<file path="config.mk">
export PLATFORM = sky130hd
export DESIGN_NAME = calendar_date_adder_unit_flat
export DESIGN_NICKNAME = d
export VERILOG_FILES = /design/src/hdl/cda_pkg.sv /design/src/hdl/cda_if.sv /design/src/hdl/cda_ctrl.sv /design/src/hdl/cda_dpath.sv /design/src/hdl/calendar_date_adder_unit.sv /design/src/flat_wrapper.sv
export SDC_FILE = /design/constraint.sdc
export NUM_CORES = 1
export LEC_CHECK = 0
export ABC_AREA = 1
export CAP_MARGIN = 20
export CORE_UTILIZATION = 61
export CTS_BUF_LIST = sky130_fd_sc_hd__clkbuf_8
export DETAILED_ROUTE_END_ITERATION = 7
export DONT_BUFFER_PORTS = 1
export PLACE_DENSITY = 0.85
export SKIP_CTS_REPAIR_TIMING = 1
export SYNTH_ARGS = -nofsm -noshare
export SYNTH_HDL_FRONTEND = slang
export SYNTH_SLANG_ARGS = --single-unit
</file>
<file path="constraint.sdc">
create_clock -name clk_i -period 6.9 [get_ports clk_i]
set_input_delay 1.38 -clock clk_i [delete_from_list [all_inputs] [get_ports clk_i]]
set_output_delay 1.38 -clock clk_i [all_outputs]
set_load 0.03 [all_outputs]
</file>
<file path="src/hdl/cda_pkg.sv">
package cda_pkg;

  // Field widths
  localparam int MONTH_W        = 4;
  localparam int DAY_W          = 5;
  localparam int YEAR_W         = 12;
  localparam int DOY_W          = 9;
  localparam int KIND_W         = 2;
  localparam int CFG_IDX_W      = 2;
  localparam int CFG_DATA_W     = 12;
  localparam int DAYS_WIDTH_DEF = 16;

  // Request kinds
  localparam logic [KIND_W-1:0] KIND_LOAD = 2'd0;
  localparam logic [KIND_W-1:0] KIND_ADD  = 2'd1;

  // Configuration register indexes
  localparam logic [CFG_IDX_W-1:0] REG_MIN_YEAR = 2'd0;
  localparam logic [CFG_IDX_W-1:0] REG_MAX_YEAR = 2'd1;

  // Reset values
  localparam logic [YEAR_W-1:0]  RST_MIN_YEAR = 12'd1500;
  localparam logic [YEAR_W-1:0]  RST_MAX_YEAR = 12'd2017;
  localparam logic [MONTH_W-1:0] RST_MONTH    = 4'd1;
  localparam logic [DAY_W-1:0]   RST_DAY      = 5'd1;
  localparam logic [YEAR_W-1:0]  RST_YEAR     = 12'd1500;

  localparam logic [MONTH_W-1:0] FIRST_MONTH = 4'd1;
  localparam logic [MONTH_W-1:0] LAST_MONTH  = 4'd12;

  // Divisibility by 25 through the modular inverse of 25 mod 2^12
  localparam logic [YEAR_W-1:0] INV25   = 12'd3113;
  localparam logic [YEAR_W-1:0] LIM25   = 12'd163;

  localparam logic [DOY_W-1:0] LEN_COMMON = 9'd365;
  localparam logic [DOY_W-1:0] LEN_LEAP   = 9'd366;

  // Commands from the controller to the datapath
  typedef struct packed {
    logic capture;
    logic load_commit;
    logic add_init;
    logic year_step;
    logic month_step;
    logic add_commit;
    logic use_work;
    logic out_load;
  } cmd_t;

  // Status from the datapath to the controller
  typedef struct packed {
    logic [KIND_W-1:0] in_kind;
    logic              load_ok;
    logic              year_more;
    logic              year_ovf;
    logic              year_in;
    logic              month_more;
  } sts_t;

  // Gregorian leap test: divisible by 4 and not by 100, or by 400
  function automatic logic is_leap(input logic [YEAR_W-1:0] y);
    logic [2*YEAR_W-1:0] prod;
    logic                div25;
    prod  = {{YEAR_W{1'b0}}, y} * {{YEAR_W{1'b0}}, INV25};
    div25 = (prod[YEAR_W-1:0] <= LIM25);
    return (y[1:0] == 2'd0) && (!div25 || (y[3:0] == 4'd0));
  endfunction

  function automatic logic [DOY_W-1:0] year_len(input logic leap);
    return leap ? LEN_LEAP : LEN_COMMON;
  endfunction

  // Days in a month; months outside 1..12 count as 31
  function automatic logic [DAY_W-1:0] month_len(input logic [MONTH_W-1:0] m,
                                                 input logic leap);
    logic [DAY_W-1:0] n;
    case (m) inside
      4'd2:                   n = leap ? 5'd29 : 5'd28;
      4'd4, 4'd6, 4'd9, 4'd11: n = 5'd30;
      default:                n = 5'd31;
    endcase
    return n;
  endfunction

  // Days in the year before the first of a month
  function automatic logic [DOY_W-1:0] cum_days(input logic [MONTH_W-1:0] m);
    logic [DOY_W-1:0] n;
    case (m)
      4'd2:    n = 9'd31;
      4'd3:    n = 9'd59;
      4'd4:    n = 9'd90;
      4'd5:    n = 9'd120;
      4'd6:    n = 9'd151;
      4'd7:    n = 9'd181;
      4'd8:    n = 9'd212;
      4'd9:    n = 9'd243;
      4'd10:   n = 9'd273;
      4'd11:   n = 9'd304;
      4'd12:   n = 9'd334;
      default: n = 9'd0;
    endcase
    return n;
  endfunction

  // Day of the year; a month outside 1..12 is taken as January
  function automatic logic [DOY_W-1:0] day_of_year(input logic [MONTH_W-1:0] m,
                                                   input logic [DAY_W-1:0]   d,
                                                   input logic               leap);
    logic past_feb;
    past_feb = (m > 4'd2) && (m <= LAST_MONTH) && leap;
    return cum_days(m) + {{(DOY_W-DAY_W){1'b0}}, d} + {{(DOY_W-1){1'b0}}, past_feb};
  endfunction

endpackage

</file>
<file path="src/hdl/cda_if.sv">
interface cda_in_if #(
  parameter int DaysWidth = cda_pkg::DAYS_WIDTH_DEF
);
  logic                 valid;
  logic                 ready;
  logic [1:0]           kind;
  logic [3:0]           new_month;
  logic [4:0]           new_day;
  logic [11:0]          new_year;
  logic [DaysWidth-1:0] add_days;

  modport source (output valid, kind, new_month, new_day, new_year, add_days,
                  input ready);
  modport sink   (input valid, kind, new_month, new_day, new_year, add_days,
                  output ready);
endinterface

interface cda_out_if;
  logic        valid;
  logic        ready;
  logic [3:0]  cur_month;
  logic [4:0]  cur_day;
  logic [11:0] cur_year;
  logic [8:0]  day_of_year;
  logic [8:0]  days_left;
  logic        accepted;

  modport source (output valid, cur_month, cur_day, cur_year, day_of_year, days_left,
                  accepted, input ready);
  modport sink   (input valid, cur_month, cur_day, cur_year, day_of_year, days_left,
                  accepted, output ready);
endinterface

</file>
<file path="src/hdl/cda_ctrl.sv">
module cda_ctrl (
  input  logic          clk_i,
  input  logic          rst_ni,
  input  logic          in_valid_i,
  output logic          in_ready_o,
  output logic          out_valid_o,
  input  logic          out_ready_i,
  input  cda_pkg::sts_t sts_i,
  output cda_pkg::cmd_t cmd_o
);
  import cda_pkg::*;

  localparam logic [2:0] S_IDLE   = 3'd0;
  localparam logic [2:0] S_LOAD   = 3'd1;
  localparam logic [2:0] S_INIT   = 3'd2;
  localparam logic [2:0] S_YEAR   = 3'd3;
  localparam logic [2:0] S_MONTH  = 3'd4;
  localparam logic [2:0] S_REPORT = 3'd5;

  logic [2:0] state_q, state_d;
  logic       out_valid_q, out_valid_d;

  // Sequence one request at a time
  always_comb begin
    state_d = state_q;
    cmd_o   = '0;
    case (state_q)
      S_IDLE: begin
        if (in_valid_i) begin
          cmd_o.capture = 1'b1;
          case (sts_i.in_kind)
            KIND_LOAD: state_d = S_LOAD;
            KIND_ADD:  state_d = S_INIT;
            default:   state_d = S_REPORT;
          endcase
        end
      end
      S_LOAD: begin
        cmd_o.load_commit = sts_i.load_ok;
        state_d           = S_REPORT;
      end
      S_INIT: begin
        cmd_o.add_init = 1'b1;
        state_d        = S_YEAR;
      end
      S_YEAR: begin
        cmd_o.use_work = 1'b1;
        if (sts_i.year_more) begin
          cmd_o.year_step = 1'b1;
          // drop the add once the year passes the upper limit
          if (sts_i.year_ovf) state_d = S_REPORT;
        end else if (sts_i.year_in) begin
          state_d = S_MONTH;
        end else begin
          state_d = S_REPORT;
        end
      end
      S_MONTH: begin
        cmd_o.use_work = 1'b1;
        if (sts_i.month_more) begin
          cmd_o.month_step = 1'b1;
        end else begin
          cmd_o.add_commit = 1'b1;
          state_d          = S_REPORT;
        end
      end
      S_REPORT: begin
        if (!out_valid_q || out_ready_i) begin
          cmd_o.out_load = 1'b1;
          state_d        = S_IDLE;
        end
      end
      default: state_d = S_IDLE;
    endcase
  end

  // Hold the result until the consumer takes it
  always_comb begin
    out_valid_d = out_valid_q;
    if (cmd_o.out_load) out_valid_d = 1'b1;
    else if (out_ready_i) out_valid_d = 1'b0;
  end

  always_ff @(posedge clk_i or negedge rst_ni) begin
    if (!rst_ni) begin
      state_q     <= S_IDLE;
      out_valid_q <= 1'b0;
    end else begin
      state_q     <= state_d;
      out_valid_q <= out_valid_d;
    end
  end

  assign in_ready_o  = (state_q == S_IDLE);
  assign out_valid_o = out_valid_q;

endmodule

</file>
<file path="src/hdl/cda_dpath.sv">
module cda_dpath #(
  parameter int DaysWidth = cda_pkg::DAYS_WIDTH_DEF
) (
  input  logic                             clk_i,
  input  logic                             rst_ni,
  input  logic                             cfg_we_i,
  input  logic [cda_pkg::CFG_IDX_W-1:0]    cfg_idx_i,
  input  logic [cda_pkg::CFG_DATA_W-1:0]   cfg_data_i,
  input  logic [cda_pkg::KIND_W-1:0]       kind_i,
  input  logic [cda_pkg::MONTH_W-1:0]      new_month_i,
  input  logic [cda_pkg::DAY_W-1:0]        new_day_i,
  input  logic [cda_pkg::YEAR_W-1:0]       new_year_i,
  input  logic [DaysWidth-1:0]             add_days_i,
  input  cda_pkg::cmd_t                    cmd_i,
  output cda_pkg::sts_t                    sts_o,
  output logic [cda_pkg::MONTH_W-1:0]      cur_month_o,
  output logic [cda_pkg::DAY_W-1:0]        cur_day_o,
  output logic [cda_pkg::YEAR_W-1:0]       cur_year_o,
  output logic [cda_pkg::DOY_W-1:0]        day_of_year_o,
  output logic [cda_pkg::DOY_W-1:0]        days_left_o,
  output logic                             accepted_o
);
  import cda_pkg::*;

  // Running total holds a day of the year plus the full day count
  localparam int TotW = ((DaysWidth > DOY_W) ? DaysWidth : DOY_W) + 1;

  logic [YEAR_W-1:0]    min_q, max_q;
  logic [MONTH_W-1:0]   month_q;
  logic [DAY_W-1:0]     day_q;
  logic [YEAR_W-1:0]    year_q;
  logic                 ok_q;
  logic [MONTH_W-1:0]   nm_q;
  logic [DAY_W-1:0]     nd_q;
  logic [YEAR_W-1:0]    ny_q;
  logic [DaysWidth-1:0] add_q;
  logic [YEAR_W-1:0]    wy_q;
  logic [MONTH_W-1:0]   wm_q;
  logic [TotW-1:0]      tot_q;

  logic [MONTH_W-1:0]   out_month_q;
  logic [DAY_W-1:0]     out_day_q;
  logic [YEAR_W-1:0]    out_year_q;
  logic [DOY_W-1:0]     out_doy_q;
  logic [DOY_W-1:0]     out_left_q;
  logic                 out_ok_q;

  logic                 leap;
  logic [DOY_W-1:0]     ylen;
  logic [DAY_W-1:0]     mlen;
  logic [DOY_W-1:0]     doy_cur;
  logic [DOY_W-1:0]     left_cur;
  logic [YEAR_W:0]      wy_next;

  // Share one leap test between the stored date and the working year
  assign leap     = is_leap(cmd_i.use_work ? wy_q : year_q);
  assign ylen     = year_len(leap);
  assign mlen     = month_len(wm_q, leap);
  assign doy_cur  = day_of_year(month_q, day_q, leap);
  assign left_cur = (doy_cur <= ylen) ? (ylen - doy_cur) : '0;
  assign wy_next  = {1'b0, wy_q} + {{YEAR_W{1'b0}}, 1'b1};

  // Status for the controller
  always_comb begin
    sts_o.in_kind    = kind_i;
    sts_o.load_ok    = (nm_q >= FIRST_MONTH) && (nm_q <= LAST_MONTH) &&
                       (nd_q != '0) && (ny_q >= min_q) && (ny_q <= max_q);
    sts_o.year_more  = (tot_q > TotW'(ylen));
    sts_o.year_ovf   = (wy_next > {1'b0, max_q});
    sts_o.year_in    = (wy_q >= min_q) && (wy_q <= max_q);
    sts_o.month_more = (wm_q != LAST_MONTH) && (tot_q > TotW'(mlen));
  end

  // Configuration registers
  always_ff @(posedge clk_i or negedge rst_ni) begin
    if (!rst_ni) begin
      min_q <= RST_MIN_YEAR;
      max_q <= RST_MAX_YEAR;
    end else if (cfg_we_i) begin
      case (cfg_idx_i)
        REG_MIN_YEAR: min_q <= cfg_data_i;
        REG_MAX_YEAR: max_q <= cfg_data_i;
        default: ;
      endcase
    end
  end

  // Stored date and request outcome
  always_ff @(posedge clk_i or negedge rst_ni) begin
    if (!rst_ni) begin
      month_q <= RST_MONTH;
      day_q   <= RST_DAY;
      year_q  <= RST_YEAR;
      ok_q    <= 1'b0;
    end else begin
      if (cmd_i.capture) ok_q <= 1'b0;
      if (cmd_i.load_commit) begin
        month_q <= nm_q;
        day_q   <= nd_q;
        year_q  <= ny_q;
        ok_q    <= 1'b1;
      end else if (cmd_i.add_commit) begin
        month_q <= wm_q;
        day_q   <= tot_q[DAY_W-1:0];
        year_q  <= wy_q;
        ok_q    <= 1'b1;
      end
    end
  end

  // Capture the request and walk years, then months
  always_ff @(posedge clk_i) begin
    if (cmd_i.capture) begin
      nm_q  <= new_month_i;
      nd_q  <= new_day_i;
      ny_q  <= new_year_i;
      add_q <= add_days_i;
    end
    if (cmd_i.add_init) begin
      wy_q  <= year_q;
      wm_q  <= FIRST_MONTH;
      tot_q <= TotW'(doy_cur) + TotW'(add_q);
    end else if (cmd_i.year_step) begin
      wy_q  <= wy_next[YEAR_W-1:0];
      tot_q <= tot_q - TotW'(ylen);
    end else if (cmd_i.month_step) begin
      wm_q  <= wm_q + FIRST_MONTH;
      tot_q <= tot_q - TotW'(mlen);
    end
  end

  // Output register
  always_ff @(posedge clk_i) begin
    if (cmd_i.out_load) begin
      out_month_q <= month_q;
      out_day_q   <= day_q;
      out_year_q  <= year_q;
      out_doy_q   <= doy_cur;
      out_left_q  <= left_cur;
      out_ok_q    <= ok_q;
    end
  end

  assign cur_month_o   = out_month_q;
  assign cur_day_o     = out_day_q;
  assign cur_year_o    = out_year_q;
  assign day_of_year_o = out_doy_q;
  assign days_left_o   = out_left_q;
  assign accepted_o    = out_ok_q;

endmodule

</file>
<file path="src/hdl/calendar_date_adder_unit.sv">
// Calendar date adder: holds one Gregorian date and takes one request at a time.
// A load (kind 0) checks and stores a new date, an add (kind 1) moves the date
// forward by add_days, and any other kind only reports. Every request returns
// one result with the stored date, its day of the year, the days left in the
// year and an accepted flag. An add walks whole years, about add_days / 365 and up
// to 180 for a 16-bit count, one year per cycle, and then months, at most 11. A
// waiting result sits in an output register, so the next request is accepted while
// it is still pending. The user must write min_year and max_year through the config
// port only while no request is in progress; the block does not enforce this.
module calendar_date_adder_unit #(
  parameter int DaysWidth = cda_pkg::DAYS_WIDTH_DEF
) (
  input  logic                           clk_i,
  input  logic                           rst_ni,
  input  logic                           cfg_we_i,
  input  logic [cda_pkg::CFG_IDX_W-1:0]  cfg_idx_i,
  input  logic [cda_pkg::CFG_DATA_W-1:0] cfg_data_i,
  cda_in_if.sink                         in_if,
  cda_out_if.source                      out_if
);
  import cda_pkg::*;

  cmd_t cmd;
  sts_t sts;

  cda_ctrl u_ctrl (
    .clk_i       (clk_i),
    .rst_ni      (rst_ni),
    .in_valid_i  (in_if.valid),
    .in_ready_o  (in_if.ready),
    .out_valid_o (out_if.valid),
    .out_ready_i (out_if.ready),
    .sts_i       (sts),
    .cmd_o       (cmd)
  );

  cda_dpath #(
    .DaysWidth (DaysWidth)
  ) u_dpath (
    .clk_i         (clk_i),
    .rst_ni        (rst_ni),
    .cfg_we_i      (cfg_we_i),
    .cfg_idx_i     (cfg_idx_i),
    .cfg_data_i    (cfg_data_i),
    .kind_i        (in_if.kind),
    .new_month_i   (in_if.new_month),
    .new_day_i     (in_if.new_day),
    .new_year_i    (in_if.new_year),
    .add_days_i    (in_if.add_days),
    .cmd_i         (cmd),
    .sts_o         (sts),
    .cur_month_o   (out_if.cur_month),
    .cur_day_o     (out_if.cur_day),
    .cur_year_o    (out_if.cur_year),
    .day_of_year_o (out_if.day_of_year),
    .days_left_o   (out_if.days_left),
    .accepted_o    (out_if.accepted)
  );

endmodule

</file>
<file path="src/flat_wrapper.sv">
// flat-port wrapper written by rule: the top's interface ports become plain ports
module calendar_date_adder_unit_flat import cda_pkg::*;
#(
  parameter int DaysWidth = cda_pkg::DAYS_WIDTH_DEF
)
  (clk_i, rst_ni, cfg_we_i, cfg_idx_i, cfg_data_i, in_if_valid, in_if_kind, in_if_new_month, in_if_new_day, in_if_new_year, in_if_add_days, in_if_ready, out_if_valid, out_if_cur_month, out_if_cur_day, out_if_cur_year, out_if_day_of_year, out_if_days_left, out_if_accepted, out_if_ready);
  cda_in_if #(.DaysWidth(DaysWidth)) in_if_i ();
  cda_out_if out_if_i ();
  input  logic clk_i;
  input  logic rst_ni;
  input  logic cfg_we_i;
  input  logic [cda_pkg::CFG_IDX_W-1:0] cfg_idx_i;
  input  logic [cda_pkg::CFG_DATA_W-1:0] cfg_data_i;
  input wire logic [$bits(in_if_i.valid)-1:0] in_if_valid;
  input wire logic [$bits(in_if_i.kind)-1:0] in_if_kind;
  input wire logic [$bits(in_if_i.new_month)-1:0] in_if_new_month;
  input wire logic [$bits(in_if_i.new_day)-1:0] in_if_new_day;
  input wire logic [$bits(in_if_i.new_year)-1:0] in_if_new_year;
  input wire logic [$bits(in_if_i.add_days)-1:0] in_if_add_days;
  output wire logic [$bits(in_if_i.ready)-1:0] in_if_ready;
  output wire logic [$bits(out_if_i.valid)-1:0] out_if_valid;
  output wire logic [$bits(out_if_i.cur_month)-1:0] out_if_cur_month;
  output wire logic [$bits(out_if_i.cur_day)-1:0] out_if_cur_day;
  output wire logic [$bits(out_if_i.cur_year)-1:0] out_if_cur_year;
  output wire logic [$bits(out_if_i.day_of_year)-1:0] out_if_day_of_year;
  output wire logic [$bits(out_if_i.days_left)-1:0] out_if_days_left;
  output wire logic [$bits(out_if_i.accepted)-1:0] out_if_accepted;
  input wire logic [$bits(out_if_i.ready)-1:0] out_if_ready;
  assign in_if_i.valid = in_if_valid;
  assign in_if_i.kind = in_if_kind;
  assign in_if_i.new_month = in_if_new_month;
  assign in_if_i.new_day = in_if_new_day;
  assign in_if_i.new_year = in_if_new_year;
  assign in_if_i.add_days = in_if_add_days;
  assign in_if_ready = in_if_i.ready;
  assign out_if_valid = out_if_i.valid;
  assign out_if_cur_month = out_if_i.cur_month;
  assign out_if_cur_day = out_if_i.cur_day;
  assign out_if_cur_year = out_if_i.cur_year;
  assign out_if_day_of_year = out_if_i.day_of_year;
  assign out_if_days_left = out_if_i.days_left;
  assign out_if_accepted = out_if_i.accepted;
  assign out_if_i.ready = out_if_ready;
  calendar_date_adder_unit #(.DaysWidth(DaysWidth)) u_core (.clk_i(clk_i), .rst_ni(rst_ni), .cfg_we_i(cfg_we_i), .cfg_idx_i(cfg_idx_i), .cfg_data_i(cfg_data_i), .in_if(in_if_i), .out_if(out_if_i));
endmodule
</file>
* Yosys cells after proc, flatten, opt, wreduce, memory -nomap -nowiden
Memory sizes are Yosys's and may differ from the RTL's.
Index checks and enable logic that the tools add are counted.
** Word-level totals
- Bits in read-only memories :: 144
- Bits of input ports :: 58
- Word-level logic and storage cells :: 133
- Memories kept :: 1
- Output and inout port bits :: 42
- Bits in registers :: 160
** Operators by class
- Reductions and logical operators :: 30
- Multiply operators :: 1
- Magnitude comparators :: 13
- Equal/unequal tests :: 17
- Bitwise gates (word level) :: 1
- Add/sub/neg operators :: 8
- Mux-type cells :: 41
** Memory list
- (name not given) :: depth 16, bits a word 9, read ports 1, clocked after memory_dff 0, wr ports 0, RTL line cda_pkg.sv:88 : case (m)
** Operator list (count)
- 12-bit two-way mux :: 5
- 17-bit two-way mux :: 3
- 12-bit >= comparator :: 2
- 12-bit <= comparator :: 2
- 1-bit two-way mux :: 19
- 3-bit one-hot mux with 6 select lines :: 1
- 9-bit by 16-bit adder with 17-bit output :: 1
- 17-bit by 5-bit greater-than comparator with 1-bit output :: 1
- 17-bit by 9-bit greater-than comparator with 1-bit output :: 1
- 17-bit by 5-bit subtractor with 17-bit output :: 1
- 17-bit by 9-bit subtractor with 17-bit output :: 1
- 3-bit two-way mux :: 5
- 12-bit by 1-bit adder with 13-bit output (second input constant) :: 1
- 13-bit by 12-bit greater-than comparator with 1-bit output :: 1
- 12-bit by 8-bit <= comparator with 1-bit output (second input constant) :: 1
- 12-bit by 11-bit multiplier with 12-bit output (second input constant) :: 1
- 5-bit two-way mux :: 2
- 9-bit by 1-bit adder with 9-bit output :: 1
- 9-bit by 5-bit adder with 9-bit output :: 1
- 9-bit <= comparator :: 1
- 1-bit logical AND :: 9
- 9-bit subtractor :: 1
- 4-bit by 3-bit equality test with 1-bit output (second input constant) :: 2
- 4-bit equality test (second input constant) :: 2
- other kinds (28) :: 46

* Longest topological paths before layout
- Depth after elaboration :: 18
- Depth in mapped cells :: 50

* Hierarchy
A second synthesis with hierarchy kept.
** Second synthesis, totals
- Cell total of the unflattened synthesis :: 1266
- Area, all modules :: 10696.5 µm²
** Modules (own cells, without submodules)
- cda_dpath :: area each 10308.6 µm², instances 1, cells each 1195
- cda_ctrl :: area each 387.9 µm², instances 1, cells each 71

* Worst setup path after synthesis
OpenSTA, ideal clock, no wires.
- Path type :: reg2reg
- Start point :: register u_core.u_ctrl.state_q[2]
- End point :: register u_core.u_dpath.tot_q[14] (data pin)
- Buffers on the path :: 1
- Stages on the path, launching flop included :: 47
- Library setup time :: 260 ps
- Slack :: 256 ps
- Arrival time :: 6384 ps
- Required time :: 6640 ps
- Cell sequence :: dfrtp_1 inv_1 nand3_4 nand2_4 buf_2 mux2_2 ha_1 ha_1 fa_1 ha_1 ha_1 nand2_1 inv_1 nand4_1 nand3_1 nand3_1 nand2_1 inv_1 (+11 left out) nand2_1 nand2_1 nand2_1 nand2_1 nand2_1 xor2_2 inv_2 ha_1 nand2_1 or2_2 nand3_1 a21oi_1 nor2_1 nand2_1 inv_1 nand2_1 nand2_1 o21ai_0
** On the way
- Elaborated cells between the ends (all ways) :: 28
- Classes of those cells :: add/sub: 4; mul: 1; order compare: 2; eq/ne: 3; mux: 11; reduce/logical: 7
** RTL lines
- start, declared :: RTL line cda_ctrl.sv:20 : logic [2:0] state_q, state_d;
- start signal, assigned :: RTL line cda_ctrl.sv:89 : state_q <= state_d;
- 3-bit equality test / 3-bit by 2-bit equality test with 1-bit output (equally long branches) :: RTL line cda_ctrl.sv:27 : case (state_q)
- 2-bit OR reduction (no source line) (*)
- 1-bit two-way mux (*) :: RTL line cda_ctrl.sv:27
- 12-bit two-way mux (*) :: RTL line cda_dpath.sv:56 : assign leap = is_leap(cmd_i.use_work ? wy_q : year_q);
- 12-bit by 11-bit multiplier with 12-bit output :: RTL line cda_pkg.sv:64 : prod = {{YEAR_W{1'b0}}, y} * {{YEAR_W{1'b0}}, INV25};
- 12-bit by 8-bit <= comparator with 1-bit output :: RTL line cda_pkg.sv:65 : div25 = (prod[YEAR_W-1:0] <= LIM25);
- 1-bit zero test :: RTL line cda_pkg.sv:66 : return (y[1:0] == 2'd0) && (!div25 || (y[3:0] == 4'd0));
- 1-bit logical OR :: RTL line cda_pkg.sv:66
- 1-bit logical AND (*) :: RTL line cda_pkg.sv:66
- 1-bit logical AND (*) :: RTL line cda_pkg.sv:110 : past_feb = (m > 4'd2) && (m <= LAST_MONTH) && leap;
- 9-bit by 1-bit adder with 9-bit output (*) :: RTL line cda_pkg.sv:111 : return cum_days(m) + {{(DOY_W-DAY_W){1'b0}}, d} + {{(DOY_W-1){1'b0}}, past_feb};
- named net u_core.u_dpath.doy_cur[6] :: RTL line cda_dpath.sv:51 : logic [DOY_W-1:0] doy_cur;
- 9-bit by 16-bit adder with 17-bit output (*) :: RTL line cda_dpath.sv:122 : tot_q <= TotW'(doy_cur) + TotW'(add_q);
- 17-bit two-way mux (*) :: RTL line cda_dpath.sv:119 : if (cmd_i.add_init) begin
- end signal, assigned :: RTL line cda_dpath.sv:122
- end signal, assigned :: RTL line cda_dpath.sv:125 : tot_q <= tot_q - TotW'(ylen);
- end signal, assigned :: RTL line cda_dpath.sv:128 : tot_q <= tot_q - TotW'(mlen);
- end, declared :: RTL line cda_dpath.sv:39 : logic [TotW-1:0] tot_q;
The timed path passes the listed nets; every way through them passes the cells marked *. The select of a mux whose other input is x is not followed.
A chain may end at the register's enable or synchronous reset.

* Worst setup path in the final report
- Start point :: register u_core.u_ctrl.state_q[0]
- End point :: register u_core.u_dpath.tot_q[13] (data pin)
The elaborated chain is that of the path after synthesis.

==> reports/qor.yml <==
clock_tree:
  root_buffer: "clkbuf_8"
  path_clk_slew_ns: 0.09
  cts_tree: "built"
  cts_buffers: 17
  clk_latency_ns: 0.47
  htreeDepth: 4
  ctsLongestPathBuffers: 2
  cts.sinks: 160
critical_path:
  critPathRequiredTime_ns: 7.13
  slowest_delay_ns: 0.45
  cp.arrival_ns: 6.92
  crit_path_start_kind: "flop"
  cpMostUsedCell: "nand2_1"
  cp_max_fo: 5
  endpoint_kind: "flop"
  reg2reg_depth: 42
  slowest_stage: "dfrtp_2"
  critical_path_class: "flop to flop"
timing:
  layout_min_cycle_time_ns: 6.684
  timing.final.crit_share_pct: 96.88
  setup_viol: 0
  worst_slew_pin_slew_ns: 0.7668
  whs_ns: 0.4935
  slew_headroom_pct: 48.72
  fin_worst_skew_ns: 0.01141
  max_freq_ghz: 0.1496
  slew_viol_final: 0
  hold_viol: 0
global_route:
  grt_pass1_wl_mm: 43.24
  grt_pass1_vias: 8788
  grt.total_usage_pct: 28.19
  grt_overflow: 0
  grt_max_degree: 51
  antenna_found_initial: 0
synth:
  syn_area_um2: 11530
  ys.flop_type: "edfxtp_1"
  synth_nets: 1582
  avgSynthCellArea_um2: 8.252
  ys_seq_area_share_pct: 39.41
  async_flop_share_pct: 31.25
  yosysUniqueCellTypes: 55
  synth_warnings: 0
  synthesis.instances: 1397
  synth-seq-cells: 160
  synth-edff-count: 106
finish:
  final_cells: 1653
  drive_above_1_share_pct: 12.22
  syn2layout_area_growth_pct: 8.335
  nets: 1596
  num_antenna_cells: 0
job:
  maxCapViolations: 0
floorplanning:
  rows: 49
  dieArea_um2: 19450
  die_height_um: 139.5
  initial_utilization_pct: 63.10
  ios: 100
  die_w_um: 139.5
  core-area_um2: 18270
place:
  routabilityCongestion: 0.9268
  hpwlAfterDp_mm: 19.99
  dpl.cell_count: 1606
  io_buffers: 0
drt:
  drc: 0
  ant_nets: 0
  first_iter_violations: 919
  num_vias: 9556
  wl_per_cell_um: 16.34
  drt_pass1_iterations: 6
  post_drt_via_cell_ratio: 5.781
  totalWireLength_mm: 27.00
worst_hold_path:
  min_path_type: "flop to flop"
  worstHoldPathCells: 2
outcome:
  outcome: "completed"
-- critical path: cells and delay by family (launching register included) --
kind                     cells  cell delay [ns]
XOR/XNOR                     1             0.36
buffers and inverters        8             0.73
AO/OA/AOI/OAI                4             0.49
adder cells (fa/ha/maj)      8             2.44
flip-flops                   1             0.45
AND/OR/NAND/NOR             21             1.98
-- cells in the mapped netlist, drive strengths merged, types with 3 or more instances --
cell type  count  share of area (%)
dfxtp          4               0.69
o2111ai        3               0.23
nand2        399                 13
o211ai         9               0.67
inv          204                6.7
xnor2          7               0.53
nor2          86                3.3
o21a           3               0.20
nand3b        16                1.0
clkbuf        17               0.55
xor2          45                3.5
fa            12                2.1
o21ai         86                3.8
nand3         77                3.7
dfstp         23                5.2
edfxtp       106                 28
o21bai         3               0.20
or2            3               0.16
nand4         42                2.3
buf           17                1.1
dfrtp         27                5.9
a21oi         60                2.8
ha           115                 12
nor3          15               0.69
nor4           3               0.16
a31oi          3               0.16
-- placed cells by master (no fill, tap or decap), types with 4 or more instances in the layout --
master    instances
nand2_1         381
inv_1           192
edfxtp_1        106
ha_1            104
o21ai_0          75
nor2_1           71
nand3_1          70
a21oi_1          54
xor2_1           43
nand4_1          42
buf_4            25
dfrtp_1          25
dfstp_2          23
clkbuf_8         17
nand2_2          16
nand3b_1         16
nor3_1           14
inv_2            13
ha_4             10
fa_1              9
nor2_2            8
o21ai_1           8
xnor2_1           7
o211ai_1          7
nor2_4            6
a21oi_2           5
nand3_2           5
clkinv_2          4
dfxtp_1           4
-- final timing paths --
kind	start	endpoint	slack [ns]
max in group asynchronous	rst_ni	u_core.u_dpath.min_q[2]	6.11
max reg2reg	u_core.u_ctrl.state_q[0]	u_core.u_dpath.tot_q[13]	0.22
min reg2reg	u_core.u_dpath.min_q[5]	u_core.u_dpath.min_q[5]	0.49
min in group asynchronous	rst_ni	u_core.u_dpath.max_q[4]	0.59
min	u_core.u_dpath.min_q[5]	u_core.u_dpath.min_q[5]	0.49
max	u_core.u_ctrl.state_q[0]	u_core.u_dpath.tot_q[13]	0.22
-- layer usage --
| layer | global-route usage, % | share of wire (%) | vias to the layer above |
|---|---|---|---|
| li1 | - | - | 4653 |
| met1 | 40.26 | 45 | 4461 |
| met2 | 43.90 | 46 | 396 |
| met3 | 5.471 | 7.6 | 46 |
| met4 | 7.485 | 1.8 | 0 |
| met5 | 0 | 0 | - |
-- logic make-up (layout without fill, tap and decap cells) --
group	after synthesis	after routing	synth area share [%]
and+or+nand+nor	642	643	24.63
buffers and inverters	239	265	8.313
AOI/OAI and AO/OA	175	175	8.813
DFF	160	160	39.41
adders and majority gates	127	127	14.56
xor gates and xnor gates	52	52	4.081
muxes	2	2	0.1953
-- sequential cells by signal (all words and copies together), names as in the netlist --
signal,cells
u_core.u_dpath.min_q,12
u_core.u_dpath.add_q,16
u_core.u_dpath.ok_q,1
u_core.u_dpath.tot_q,17
u_core.u_dpath.day_q,5
u_core.u_dpath.wy_q,12
u_core.u_ctrl.out_valid_o,1
u_core.u_dpath.days_left_o,9
u_core.u_dpath.accepted_o,1
u_core.u_dpath.nd_q,5
u_core.u_dpath.cur_month_o,4
u_core.u_dpath.month_q,4
u_core.u_dpath.ny_q,12
u_core.u_dpath.cur_year_o,12
u_core.u_dpath.wm_q,4
u_core.u_dpath.nm_q,4
u_core.u_dpath.day_of_year_o,9
u_core.u_dpath.year_q,12
u_core.u_ctrl.state_q,3
u_core.u_dpath.cur_day_o,5
u_core.u_dpath.max_q,12
-- final cells by class --
class / count / area [µm²]
multi-input combinational: 999 / 6267
fill: 1383 / 5781
sequential: 160 / 4546
inverter: 205 / 773.2
tap: 229 / 286.5
timing repair buffer: 28 / 237.7
clock buffer: 17 / 234.0
clock inverter: 15 / 145.1
-- per-stage QoR --
step / setup slack (ns) / TNS, ns / area (µm²) / utilization, %
final: 0.2156 / 0 / 12490 / 68.36
after global routing: -0.1274 / -0.6399 / 12490 / 68.36
after CTS: -0.09385 / -0.3031 / 12130 / 66.40
after detailed placement: -0.04903 / -0.08508 / 11750 / 64.33
after global placement: 0.1617 / 0 / 11750 / 64.33
after floorplan: 0.2555 / 0 / 11530 / -
Power is not shown: default switching activity piles up to over one toggle a cycle in this logic, so the estimate is an artifact.
